===== src/sv/hvhs_pkg.sv =====
// shared types, constants and helper functions of the veto hit search block
package hvhs_pkg;

   localparam int PE_WIDTH    = 16;
   localparam int COUNT_WIDTH = 12;
   localparam int THR_WIDTH   = 16;
   localparam int CMP_WIDTH   = (PE_WIDTH > THR_WIDTH) ? PE_WIDTH : THR_WIDTH;

   localparam int LAYER_WIDTH = 7;
   localparam int STRIP_WIDTH = 6;
   localparam int QUAD_WIDTH  = 5;
   localparam int COST_WIDTH  = 12;
   localparam int BQUAD_WIDTH = 6;
   localparam int BAND_WIDTH  = 8;

   localparam int CSR_ADDR_WIDTH = 4;
   localparam int CSR_DATA_WIDTH = 32;

   localparam logic [COUNT_WIDTH-1:0] COUNT_MAX    = {COUNT_WIDTH{1'b1}};
   localparam logic [COST_WIDTH-1:0]  COST_START   = COST_WIDTH'(4000);
   localparam logic [BQUAD_WIDTH-1:0] QUADS_START  = BQUAD_WIDTH'(40);
   localparam logic [LAYER_WIDTH-1:0] CLAYER_START = LAYER_WIDTH'(100);
   localparam logic [STRIP_WIDTH-1:0] CENTER_HI    = STRIP_WIDTH'(20);
   localparam logic [STRIP_WIDTH-1:0] CENTER_LO    = STRIP_WIDTH'(19);

   localparam logic [3:0]            MODE_RESET  = 4'd0;
   localparam logic [2:0]            NMOD_RESET  = 3'd6;
   localparam logic [THR_WIDTH-1:0]  THR_RESET   = THR_WIDTH'(160);

   // configuration register indexes
   typedef enum logic [1:0] {
      CSR_REGION_MODE  = 2'd0,
      CSR_MODULE_COUNT = 2'd1,
      CSR_PE_THRESHOLD = 2'd2
   } csr_index_type;

   typedef enum logic [3:0] {
      REGION_ENTIRE_BACK   = 4'd0,
      REGION_NARROW_BACK   = 4'd1,
      REGION_SIX_ONLY      = 4'd2,
      REGION_FUNNEL        = 4'd3,
      REGION_FUNNEL_SIDE   = 4'd4,
      REGION_NARROW_FUNNEL = 4'd5,
      REGION_NARROW_SIDE   = 4'd6,
      REGION_MEGAPHONE     = 4'd7,
      REGION_PROTOTYPE     = 4'd8
   } region_mode_type;

   typedef struct packed {
      logic                   hit_present;
      logic [2:0]             section;
      logic [LAYER_WIDTH-1:0] layer;
      logic [STRIP_WIDTH-1:0] strip;
      logic [PE_WIDTH-1:0]    pe;
      logic                   last_hit;
   } req_item_type;

   typedef struct packed {
      logic [COUNT_WIDTH-1:0] veto_hit_count;
      logic [PE_WIDTH-1:0]    back_max_pe;
      logic                   cheapest_found;
      logic [STRIP_WIDTH-1:0] cheapest_strip;
      logic [LAYER_WIDTH-1:0] cheapest_layer;
      logic                   central_found;
      logic [STRIP_WIDTH-1:0] central_strip;
      logic [LAYER_WIDTH-1:0] central_layer;
      logic [PE_WIDTH-1:0]    region_max_pe;
      logic                   region_pass;
   } rsp_item_type;

   typedef struct packed {
      logic [3:0]            region_mode;
      logic [2:0]            module_count;
      logic [THR_WIDTH-1:0]  pe_threshold;
   } csr_regs_type;

   // classified hit handed from the classifier to the accumulators
   typedef struct packed {
      logic                   back_hit;
      logic                   veto_hit;
      logic                   region_hit;
      logic                   last_hit;
      logic [QUAD_WIDTH-1:0]  quads;
      logic [COST_WIDTH-1:0]  cost;
      logic [LAYER_WIDTH-1:0] layer;
      logic [STRIP_WIDTH-1:0] strip;
      logic [PE_WIDTH-1:0]    pe;
   } hit_info_type;

   // quad bars from the centre, which lies between strips 19 and 20
   function automatic logic [QUAD_WIDTH-1:0] quads_of(input logic [STRIP_WIDTH-1:0] strip);
      logic [STRIP_WIDTH-1:0] span;
      span = (strip >= CENTER_HI) ? (strip - CENTER_HI) : (CENTER_LO - strip);
      return QUAD_WIDTH'(span[STRIP_WIDTH-1:1]) + QUAD_WIDTH'(1);
   endfunction

   function automatic logic pe_below(input logic [PE_WIDTH-1:0] pe,
                                     input logic [THR_WIDTH-1:0] thr);
      return CMP_WIDTH'(pe) < CMP_WIDTH'(thr);
   endfunction

endpackage


===== src/sv/hvhs_csr.sv =====
// configuration registers behind the apb-style port
module hvhs_csr import hvhs_pkg::*; (
   input  logic                      clock,
   input  logic                      reset,
   input  logic                      csr_psel,
   input  logic                      csr_penable,
   input  logic                      csr_pwrite,
   input  logic [CSR_ADDR_WIDTH-1:0] csr_paddr,
   input  logic [CSR_DATA_WIDTH-1:0] csr_pwdata,
   output logic [CSR_DATA_WIDTH-1:0] csr_prdata,
   output logic                      csr_pready,
   output csr_regs_type              regs
);

   csr_regs_type  regs_ff;
   csr_regs_type  regs_in;
   csr_index_type index;
   logic          write_en;

   assign index      = csr_index_type'(csr_paddr[3:2]);
   assign write_en   = csr_psel && csr_penable && csr_pwrite;
   assign csr_pready = 1'b1;
   assign regs       = regs_ff;

   always_comb begin
      regs_in = regs_ff;
      if (write_en) begin
         unique case (index)
            CSR_REGION_MODE:  regs_in.region_mode  = csr_pwdata[3:0];
            CSR_MODULE_COUNT: regs_in.module_count = csr_pwdata[2:0];
            CSR_PE_THRESHOLD: regs_in.pe_threshold = csr_pwdata[THR_WIDTH-1:0];
            default:          regs_in = regs_ff;
         endcase
      end
   end

   always_comb begin
      unique case (index)
         CSR_REGION_MODE:  csr_prdata = CSR_DATA_WIDTH'(regs_ff.region_mode);
         CSR_MODULE_COUNT: csr_prdata = CSR_DATA_WIDTH'(regs_ff.module_count);
         CSR_PE_THRESHOLD: csr_prdata = CSR_DATA_WIDTH'(regs_ff.pe_threshold);
         default:          csr_prdata = '0;
      endcase
   end

   always_ff @(posedge clock) begin
      if (reset) begin
         regs_ff.region_mode  <= MODE_RESET;
         regs_ff.module_count <= NMOD_RESET;
         regs_ff.pe_threshold <= THR_RESET;
      end else begin
         regs_ff <= regs_in;
      end
   end

endmodule


===== src/sv/hvhs_classify.sv =====
// per-hit classification: quads, cost, veto flag and region membership
module hvhs_classify import hvhs_pkg::*; (
   input  req_item_type item,
   input  csr_regs_type regs,
   output hit_info_type info
);

   logic                  back;
   logic [QUAD_WIDTH-1:0] quads;
   logic [BAND_WIDTH-1:0] layer_x;
   logic [BAND_WIDTH-1:0] base;
   logic                  funnel_wide;
   logic                  funnel_narrow;
   logic                  proto_near;
   logic                  mega;
   logic                  in_region;

   assign back    = (item.section == 3'd0);
   assign quads   = quads_of(item.strip);
   assign layer_x = BAND_WIDTH'(item.layer);
   assign base    = BAND_WIDTH'({regs.module_count, 3'b000});

   always_comb begin
      priority if (layer_x < base + BAND_WIDTH'(1)) begin
         funnel_wide   = 1'b1;
         funnel_narrow = (quads < QUAD_WIDTH'(9));
      end else if (layer_x < base + BAND_WIDTH'(11)) begin
         funnel_wide   = (quads < QUAD_WIDTH'(4));
         funnel_narrow = funnel_wide;
      end else if (layer_x < base + BAND_WIDTH'(20)) begin
         funnel_wide   = (quads < QUAD_WIDTH'(3));
         funnel_narrow = funnel_wide;
      end else begin
         funnel_wide   = 1'b0;
         funnel_narrow = 1'b0;
      end
   end

   always_comb begin
      priority if (item.layer < LAYER_WIDTH'(10)) begin
         proto_near = (quads < QUAD_WIDTH'(3));
         mega       = proto_near;
      end else if (item.layer < LAYER_WIDTH'(20)) begin
         proto_near = (quads < QUAD_WIDTH'(4));
         mega       = proto_near;
      end else begin
         proto_near = 1'b0;
         mega       = (item.layer < LAYER_WIDTH'(68));
      end
   end

   always_comb begin
      unique case (region_mode_type'(regs.region_mode))
         REGION_ENTIRE_BACK:   in_region = back;
         REGION_NARROW_BACK:   in_region = back && (quads < QUAD_WIDTH'(9));
         REGION_SIX_ONLY:      in_region = back && (item.layer < LAYER_WIDTH'(49));
         REGION_FUNNEL:        in_region = back && funnel_wide;
         REGION_FUNNEL_SIDE:   in_region = back ? funnel_wide
                                                : (item.layer < LAYER_WIDTH'(7));
         REGION_NARROW_FUNNEL: in_region = back && funnel_narrow;
         REGION_NARROW_SIDE:   in_region = back ? funnel_narrow
                                                : (item.layer < LAYER_WIDTH'(7));
         REGION_MEGAPHONE:     in_region = back && mega;
         REGION_PROTOTYPE:     in_region = back && proto_near;
         default:              in_region = 1'b0;
      endcase
   end

   always_comb begin
      info.back_hit   = item.hit_present && back;
      info.veto_hit   = item.hit_present && back && !pe_below(item.pe, regs.pe_threshold);
      info.region_hit = item.hit_present && in_region;
      info.last_hit   = item.last_hit;
      info.quads      = quads;
      info.cost       = COST_WIDTH'(item.layer) * COST_WIDTH'(quads);
      info.layer      = item.layer;
      info.strip      = item.strip;
      info.pe         = item.pe;
   end

endmodule


===== src/sv/hvhs_accum.sv =====
// event accumulators and the registered event summary
module hvhs_accum import hvhs_pkg::*; (
   input  logic                 clock,
   input  logic                 reset,
   input  logic                 info_valid,
   input  hit_info_type         info,
   input  logic [THR_WIDTH-1:0] pe_threshold,
   output logic                 info_go,
   output logic                 rsp_valid,
   input  logic                 rsp_stall,
   output rsp_item_type         rsp_data
);

   logic [PE_WIDTH-1:0]    back_max_ff,     back_max_in;
   logic [COUNT_WIDTH-1:0] count_ff,        count_in;
   logic [COST_WIDTH-1:0]  best_cost_ff,    best_cost_in;
   logic                   cost_found_ff,   cost_found_in;
   logic [STRIP_WIDTH-1:0] cost_strip_ff,   cost_strip_in;
   logic [LAYER_WIDTH-1:0] cost_layer_ff,   cost_layer_in;
   logic [BQUAD_WIDTH-1:0] best_quads_ff,   best_quads_in;
   logic [LAYER_WIDTH-1:0] best_clayer_ff,  best_clayer_in;
   logic                   cen_found_ff,    cen_found_in;
   logic [STRIP_WIDTH-1:0] cen_strip_ff,    cen_strip_in;
   logic [LAYER_WIDTH-1:0] cen_layer_ff,    cen_layer_in;
   logic [PE_WIDTH-1:0]    region_max_ff,   region_max_in;
   logic                   rsp_valid_ff,    rsp_valid_in;
   rsp_item_type           rsp_data_ff,     rsp_data_in;
   logic                   fire;
   logic                   closing;
   logic [BQUAD_WIDTH-1:0] q_ext;

   // a last item waits only while the summary register is still held
   assign info_go   = !(info.last_hit && rsp_valid_ff && rsp_stall);
   assign fire      = info_valid && info_go;
   assign closing   = fire && info.last_hit;
   assign q_ext     = BQUAD_WIDTH'(info.quads);
   assign rsp_valid = rsp_valid_ff;
   assign rsp_data  = rsp_data_ff;

   always_comb begin
      back_max_in    = back_max_ff;
      count_in       = count_ff;
      best_cost_in   = best_cost_ff;
      cost_found_in  = cost_found_ff;
      cost_strip_in  = cost_strip_ff;
      cost_layer_in  = cost_layer_ff;
      best_quads_in  = best_quads_ff;
      best_clayer_in = best_clayer_ff;
      cen_found_in   = cen_found_ff;
      cen_strip_in   = cen_strip_ff;
      cen_layer_in   = cen_layer_ff;
      region_max_in  = region_max_ff;

      if (info.back_hit && (info.pe > back_max_ff)) begin
         back_max_in = info.pe;
      end
      if (info.veto_hit) begin
         if (count_ff != COUNT_MAX) begin
            count_in = count_ff + COUNT_WIDTH'(1);
         end
         if (info.cost < best_cost_ff) begin
            best_cost_in  = info.cost;
            cost_found_in = 1'b1;
            cost_strip_in = info.strip;
            cost_layer_in = info.layer;
         end
         if ((q_ext < best_quads_ff) ||
             ((q_ext == best_quads_ff) && (info.layer < best_clayer_ff))) begin
            best_quads_in  = q_ext;
            best_clayer_in = info.layer;
            cen_found_in   = 1'b1;
            cen_strip_in   = info.strip;
            cen_layer_in   = info.layer;
         end
      end
      if (info.region_hit && (info.pe > region_max_ff)) begin
         region_max_in = info.pe;
      end
   end

   always_comb begin
      rsp_data_in.veto_hit_count = count_in;
      rsp_data_in.back_max_pe    = back_max_in;
      rsp_data_in.cheapest_found = cost_found_in;
      rsp_data_in.cheapest_strip = cost_strip_in;
      rsp_data_in.cheapest_layer = cost_layer_in;
      rsp_data_in.central_found  = cen_found_in;
      rsp_data_in.central_strip  = cen_strip_in;
      rsp_data_in.central_layer  = cen_layer_in;
      rsp_data_in.region_max_pe  = region_max_in;
      rsp_data_in.region_pass    = pe_below(region_max_in, pe_threshold);

      priority if (closing) begin
         rsp_valid_in = 1'b1;
      end else if (rsp_stall) begin
         rsp_valid_in = rsp_valid_ff;
      end else begin
         rsp_valid_in = 1'b0;
      end
   end

   always_ff @(posedge clock) begin
      if (reset || closing) begin
         back_max_ff    <= '0;
         count_ff       <= '0;
         best_cost_ff   <= COST_START;
         cost_found_ff  <= 1'b0;
         cost_strip_ff  <= '0;
         cost_layer_ff  <= '0;
         best_quads_ff  <= QUADS_START;
         best_clayer_ff <= CLAYER_START;
         cen_found_ff   <= 1'b0;
         cen_strip_ff   <= '0;
         cen_layer_ff   <= '0;
         region_max_ff  <= '0;
      end else if (fire) begin
         back_max_ff    <= back_max_in;
         count_ff       <= count_in;
         best_cost_ff   <= best_cost_in;
         cost_found_ff  <= cost_found_in;
         cost_strip_ff  <= cost_strip_in;
         cost_layer_ff  <= cost_layer_in;
         best_quads_ff  <= best_quads_in;
         best_clayer_ff <= best_clayer_in;
         cen_found_ff   <= cen_found_in;
         cen_strip_ff   <= cen_strip_in;
         cen_layer_ff   <= cen_layer_in;
         region_max_ff  <= region_max_in;
      end
   end

   always_ff @(posedge clock) begin
      if (reset) begin
         rsp_valid_ff <= 1'b0;
      end else begin
         rsp_valid_ff <= rsp_valid_in;
      end
   end

   always_ff @(posedge clock) begin
      if (closing) begin
         rsp_data_ff <= rsp_data_in;
      end
   end

endmodule


===== src/sv/hcal_veto_hit_search_top.sv =====
// top level of the calorimeter veto hit search
//
// hits of one event enter on the req_ channel, one item per clock when
// req_valid is high and req_stall is low; an item with last_hit set closes
// the event. items without last_hit give no result. an item with
// hit_present low only carries the event end.
// one summary item leaves on the rsp_ channel per closed event: veto hit
// count, back maximum pe, least-cost hit, most central hit and the region
// maximum with its pass flag.
// an item is registered in the input register at acceptance, then classified
// and folded into the event accumulators; the summary register is loaded as
// the last item leaves the input register. throughput is one item per clock
// while no last item waits behind a stalled summary.
// when rsp_stall holds a summary, hits keep flowing; only a further last
// item waits in the input register, and req_stall rises behind it.
// region mode, module count and pe threshold sit on the csr_ port; the user must
// write them only while no event is in flight: the block does not enforce it.
// synchronous reset clears the pipeline, the accumulators and the
// configuration registers to their defaults.
module hcal_veto_hit_search_top import hvhs_pkg::*; (
   input  logic                      clock,
   input  logic                      reset,
   input  logic                      req_valid,
   output logic                      req_stall,
   input  req_item_type              req_data,
   output logic                      rsp_valid,
   input  logic                      rsp_stall,
   output rsp_item_type              rsp_data,
   input  logic                      csr_psel,
   input  logic                      csr_penable,
   input  logic                      csr_pwrite,
   input  logic [CSR_ADDR_WIDTH-1:0] csr_paddr,
   input  logic [CSR_DATA_WIDTH-1:0] csr_pwdata,
   output logic [CSR_DATA_WIDTH-1:0] csr_prdata,
   output logic                      csr_pready
);

   csr_regs_type regs;
   logic         s1_valid_ff, s1_valid_in;
   req_item_type s1_item_ff;
   hit_info_type info;
   logic         s1_go;
   logic         req_accept;

   assign req_stall  = s1_valid_ff && !s1_go;
   assign req_accept = req_valid && !req_stall;

   always_comb begin
      priority if (req_accept) begin
         s1_valid_in = 1'b1;
      end else if (s1_go) begin
         s1_valid_in = 1'b0;
      end else begin
         s1_valid_in = s1_valid_ff;
      end
   end

   always_ff @(posedge clock) begin
      if (reset) begin
         s1_valid_ff <= 1'b0;
      end else begin
         s1_valid_ff <= s1_valid_in;
      end
   end

   always_ff @(posedge clock) begin
      if (req_accept) begin
         s1_item_ff <= req_data;
      end
   end

   hvhs_csr u_csr (
      .clock       (clock),
      .reset       (reset),
      .csr_psel    (csr_psel),
      .csr_penable (csr_penable),
      .csr_pwrite  (csr_pwrite),
      .csr_paddr   (csr_paddr),
      .csr_pwdata  (csr_pwdata),
      .csr_prdata  (csr_prdata),
      .csr_pready  (csr_pready),
      .regs        (regs)
   );

   hvhs_classify u_classify (
      .item (s1_item_ff),
      .regs (regs),
      .info (info)
   );

   hvhs_accum u_accum (
      .clock        (clock),
      .reset        (reset),
      .info_valid   (s1_valid_ff),
      .info         (info),
      .pe_threshold (regs.pe_threshold),
      .info_go      (s1_go),
      .rsp_valid    (rsp_valid),
      .rsp_stall    (rsp_stall),
      .rsp_data     (rsp_data)
   );

`ifndef SYNTHESIS
   // a new summary only follows a last item leaving the input register
   a_rsp_from_last: assert property (@(posedge clock) disable iff (reset)
      $rose(rsp_valid) |-> $past(s1_valid_ff && s1_item_ff.last_hit))
      else $error("summary appeared without a closing item");

   // a held item stays in the input register unchanged
   a_stage_hold: assert property (@(posedge clock) disable iff (reset)
      (s1_valid_ff && !s1_go) |=> (s1_valid_ff && $stable(s1_item_ff)))
      else $error("held item lost from input register");

   // only a last item can be held back, and only behind a stalled summary
   a_hold_cause: assert property (@(posedge clock) disable iff (reset)
      req_stall |-> (s1_item_ff.last_hit && rsp_valid && rsp_stall))
      else $error("input stalled without a blocked summary");
`endif

endmodule

===== config.mk =====
export PLATFORM = sky130hd
export DESIGN_NAME = hcal_veto_hit_search_top
export DESIGN_NICKNAME = d
export VERILOG_FILES = /design/src/sv/hvhs_pkg.sv /design/src/sv/hvhs_csr.sv /design/src/sv/hvhs_classify.sv /design/src/sv/hvhs_accum.sv /design/src/sv/hcal_veto_hit_search_top.sv
export SDC_FILE = /design/constraint.sdc
export NUM_CORES = 1
export LEC_CHECK = 0
export ABC_CLOCK_PERIOD_IN_PS = 8310
export BUFFER_PORTS_ARGS = -buffer_cell sky130_fd_sc_hd__buf_2
export CORE_MARGIN = 4
export CORE_UTILIZATION = 50
export DETAILED_ROUTE_END_ITERATION = 7
export PLACE_DENSITY = 0.81
export REMOVE_ABC_BUFFERS = 1
export SLEW_MARGIN = 10
export SYNTH_ARGS = -nofsm -noshare
export SYNTH_HDL_FRONTEND = slang
export SYNTH_SLANG_ARGS = --single-unit

===== constraint.sdc =====
create_clock -name clock -period 8.31 [get_ports clock]
set_clock_uncertainty 0.05 [all_clocks]
set_input_delay 1.2465 -clock clock [delete_from_list [all_inputs] [get_ports clock]]
set_output_delay 1.2465 -clock clock [all_outputs]
set_load 0.05 [all_outputs]

==> out/results.md <==
| Stage | Result | This run |
|---|---|---|
| setup path | Maximum fanout along the worst path | 15 |
| route | DR pass1 iterations | 5 |
| clock tree | CTS Root Cell | sky130_fd_sc_hd__clkbuf_16 |
| route | Via count | 10400 |
| clock tree | Total CTS buffers | 26 |
| power | Internal power contribution | 0.00216 W |
| setup path | Cell with the largest stage delay on the worst path | sky130_fd_sc_hd__or4_1 |
| global routing | Global-route wire length before repair | 50400 µm |
| setup path | Type of destination of the critical path | flop |
| floorplanning | Starting Density | 50.7% |
| route | Final WL | 31300 µm |
| clock tree | Max H-tree Level | 1 |
| clock tree | TritonCTS Sinks | 229 |
| clock tree | Cts-stage hold buffer count | 0 |
| finish | Reg area | 5660 µm² |
| setup path | Gate family responsible for the most delay along the worst path | adder cells |
| clock tree | Clock transition time at the flip-flop clock pins of the worst setup and hold paths | 0.06 ns |
| finish | Final core utilization | 57.9% |
| timing | Final setup fails | 0 |
| finish | Share of cells above drive strength 1 | 17.5% |
| floorplanning | Area of the die | 28900 µm² |
| power | Clock power share | 41.4% |
| setup path | Most frequent cell on the critical path | sky130_fd_sc_hd__a21oi_1 |
| finish | Final Net Count | 1688 |
| global routing | Number of global-route vias before repair | 10100 |
| clock tree | Deepest clock path buffer count | 3 |
| power | Seq pwr share | 41.5% |
| global routing | Remaining global-route overflow | 0 |
| placement | Total of buffers placed on input and output ports | 149 |
| finish | Multi-input combinational cell area | 6720 µm² |
| global routing | Antenna violations before repair | 5 |
| placement | Final HPWL from detailed placement | 21800 µm |
| global routing | GRT Overall Usage | 20.9% |
| setup path | Buf+Inv Stages, Crit Path | 3 |
| route | Residual antenna-violating net count after detailed routing | 0 |
| synth | Post-synthesis cell area | 13100 µm² |
| synth | Flop and latch count out of synthesis | 229 |
| setup path | Required time of the worst setup path | 8.63 ns |
| timing | Peak clock frequency supported by timing | 132 MHz |
| timing | Clock period minus final worst setup slack | 7.57 ns |
| synth | Count leader, synth | sky130_fd_sc_hd__nand2_1 |
| synth | Average cell area after synthesis | 9.68 µm² |
| floorplanning | Chip Height | 170 µm |
| global routing | Maximum number of pins on one net before global-route repair | 99 |
| setup path | Slowest stage delay, CP | 0.56 ns |
| finish | Filler cell count in the final layout | 2141 |
| synth | Biggest area contributors in the synthesized netlist | sky130_fd_sc_hd__edfxtp_1 (24%), sky130_fd_sc_hd__dfxtp_1 (19%), sky130_fd_sc_hd__ha_1 (11%) |
| clock tree | Insertion delay to the later sink of the worst-skew pair | 0.53 ns |
| timing | Final critical-path share of the clock period | 91.0% |
| synth | Count of cell types in the netlist | 73 |
| run | # Max-Cap Violations | 0 |
| synth | Top cells by instance count after synthesis | sky130_fd_sc_hd__nand2_1 (174), sky130_fd_sc_hd__dfxtp_1 (122), sky130_fd_sc_hd__ha_1 (119) |
| floorplanning | Area of the core | 25900 µm² |
| timing | Total Negative Setup Slacks | 0 ns |
| timing | Hold Violations, Final | 0 |
| synth | Number of synthesized flops with an enable pin | 107 |
| run status | Run status | finished clean |
| synth | Area share of the largest cell type after synthesis | 24.5% |
| timing | Unrepaired setup endpoints after global routing | false |
| synth | Number of warnings issued by yosys | 0 |
| floorplanning | Chip Width | 170 µm |
| synth | Post-synthesis cell count | 1356 |
| setup path | Category of the critical setup timing path | flop to flop |
| timing | Max-slew headroom | 21.9% |
| clock tree | TritonCTS clock tree | built |
| route | Per-cell via count in the routed design | 5.67 |
| timing | Count of final max-slew check failures | 0 |
| power | Logic pwr share | 17.1% |
| finish | Layout-stage area growth over the synthesis result | 14.3% |
| power | Switching share of power | 27.1% |
| floorplanning | Top-level I/O count | 185 |
| synth | Ys flop type | sky130_fd_sc_hd__dfxtp_1 |
| placement | Final Wtd Congestion | 0.901 |
| floorplanning | Number of rows in the core area | 59 |
| route | Initial DRC count | 974 |
| synth | Sequential area share after synthesis | 43.1% |
| route | Routed wire per std cell | 17.1 µm |
| power | Leakage power total | 6.55 nW |
| synth | Top cell type by total area after synthesis | sky130_fd_sc_hd__edfxtp_1 |
| setup path | Crit start category | flop |
| setup path | Arrival time at the worst endpoint | 7.89 ns |
| power | IR Drop Worst-Case VDD | 156 µV |
| min path | Hold crit path type | flop to flop |
| power | Net switching power | 0.000803 W |
| power | Cell Pwr Density | 197 nW/µm² |
| synth | Ys async rst share | 0% |
| timing | Pin slew with the least headroom to its limit | 1.17 ns |
| route | Residual DRC count | 0 |
worst register-to-register path, cell delays in order, from the launching register on:
cell and delay (ns):
sky130_fd_sc_hd__edfxtp_1 0.43, sky130_fd_sc_hd__inv_1 0.13, sky130_fd_sc_hd__ha_1 0.49, sky130_fd_sc_hd__nand2b_1 0.15, sky130_fd_sc_hd__or4b_4 0.55, sky130_fd_sc_hd__o31ai_4 0.08, sky130_fd_sc_hd__xor2_2 0.44, sky130_fd_sc_hd__nand2_1 0.16
sky130_fd_sc_hd__fa_1 0.55, sky130_fd_sc_hd__fa_1 0.52, sky130_fd_sc_hd__fa_1 0.54, sky130_fd_sc_hd__inv_1 0.04, sky130_fd_sc_hd__ha_1 0.33, sky130_fd_sc_hd__a21oi_1 0.22, sky130_fd_sc_hd__o21bai_1 0.09, sky130_fd_sc_hd__a21oi_1 0.24
sky130_fd_sc_hd__o21ai_0 0.18, sky130_fd_sc_hd__a21o_1 0.21, sky130_fd_sc_hd__a21oi_1 0.16, sky130_fd_sc_hd__xnor2_1 0.18, sky130_fd_sc_hd__ha_1 0.29, sky130_fd_sc_hd__o21ai_0 0.08, sky130_fd_sc_hd__a21oi_1 0.09, sky130_fd_sc_hd__or4_1 0.56
sky130_fd_sc_hd__nor2_2 0.33, sky130_fd_sc_hd__buf_4 0.23, sky130_fd_sc_hd__a211oi_1 0.09
layout by cell type, fill, tap and decap left out, drive strengths merged, types with 36 or more instances in the layout:
master and count:
nor2 37, o21ai 104, inv 115, a21oi 79, ha 119, dfxtp 122
buf 163, nand2 174, edfxtp 107, clkbuf 37, mux2i 56, nand3 36
final timing paths:
kind	from	end	slack [ns]	depth (start not counted)
setup / recovery	s1_item_ff[20]$_DFFE_PP_	u_accum.best_cost_ff[3]$_SDFFE_PP0P_	0.74	26
hold / removal	u_accum.best_cost_ff[0]$_SDFFE_PP0P_	u_accum.best_cost_ff[0]$_SDFFE_PP0P_	0.41	2
setup reg to reg	s1_item_ff[20]$_DFFE_PP_	u_accum.best_cost_ff[3]$_SDFFE_PP0P_	0.74	26
hold reg to reg	u_accum.best_cost_ff[0]$_SDFFE_PP0P_	u_accum.best_cost_ff[0]$_SDFFE_PP0P_	0.41	2
final cells by class:
cell class | instances | area share, %
diodes | 1 | 0.0167
clock buffers | 37 | 5.09
clock inverters | 11 | 1.09
inverters | 114 | 2.85
multi-input cells | 943 | 44.8
flip-flops and latches | 229 | 37.7
well taps | 335 | 2.79
repair buffers | 163 | 5.67
flip-flops by register name, summed over array words and instances (netlist names), 6 cells and up:
name	cells
s1_item_ff	34
u_accum.back_max_ff	16
u_accum.best_clayer_ff	7
u_accum.best_cost_ff	12
u_accum.best_quads_ff	6
u_accum.cen_layer_ff	7
u_accum.cen_strip_ff	6
u_accum.cost_layer_ff	7
u_accum.cost_strip_ff	6
u_accum.count_ff	12
u_accum.region_max_ff	16
u_accum.rsp_data	73
u_csr.regs	23
cell families (layout without fill, tap and decap cells):
group / after synthesis / count (layout) / share of synthesized area [%]
AOI/OAI and AO/OA: 305 / 305 / 14.5
xor gates and xnor gates: 19 / 19 / 1.33
muxes: 85 / 85 / 6.76
buffers and inverters: 199 / 325 / 6.45
adders and majority gates: 134 / 134 / 13.6
and+or+nand+nor: 383 / 383 / 14.2
other: 2 / 18 / 0.0572
DFF: 229 / 229 / 43.1
metal layers:
| layer | vias up | share of wire (%) | global-route usage, % |
|---|---|---|---|
| li1 | 5016 | - | - |
| met1 | 4923 | 41 | 27.2 |
| met2 | 363 | 48 | 35.6 |
| met3 | 76 | 7.3 | 3.97 |
| met4 | 8 | 2.8 | 6.35 |
| met5 | - | 0.13 | 0 |
what timing repair did:
action,4_1_cts,5_1_grt
endpoints found under the setup margin,0,13
resized for setup,0,1
setup buffers,0,0
metrics by stage:
stage | hold WS, ns | setup WS (ns) | total power, W | area, µm² | instances
floorplan | 0.381 | 0.880 | 0.00162 | 12800 | 1286
global placement | 0.390 | 0.793 | 0.00174 | 14100 | 1784
detailed placement | 0.395 | 0.606 | 0.00176 | 14100 | 1784
CTS | 0.407 | 0.567 | 0.00298 | 15000 | 1832
global route | 0.424 | 0.150 | 0.00310 | 15000 | 1833
finish | 0.407 | 0.745 | 0.00296 | 15000 | 1833
power groups by stage:
stage / registers, W / logic (W) / clock network [W]
3_5_place_dp: 0.00125 / 0.000502 / 0
2_1_floorplan: 0.00127 / 0.000355 / 0
3_3_place_gp: 0.00125 / 0.000484 / 0
4_1_cts: 0.00123 / 0.000507 / 0.00125
6_report: 0.00123 / 0.000507 / 0.00123
5_1_grt: 0.00123 / 0.000576 / 0.00129
Power figures use the tool's default switching activity.
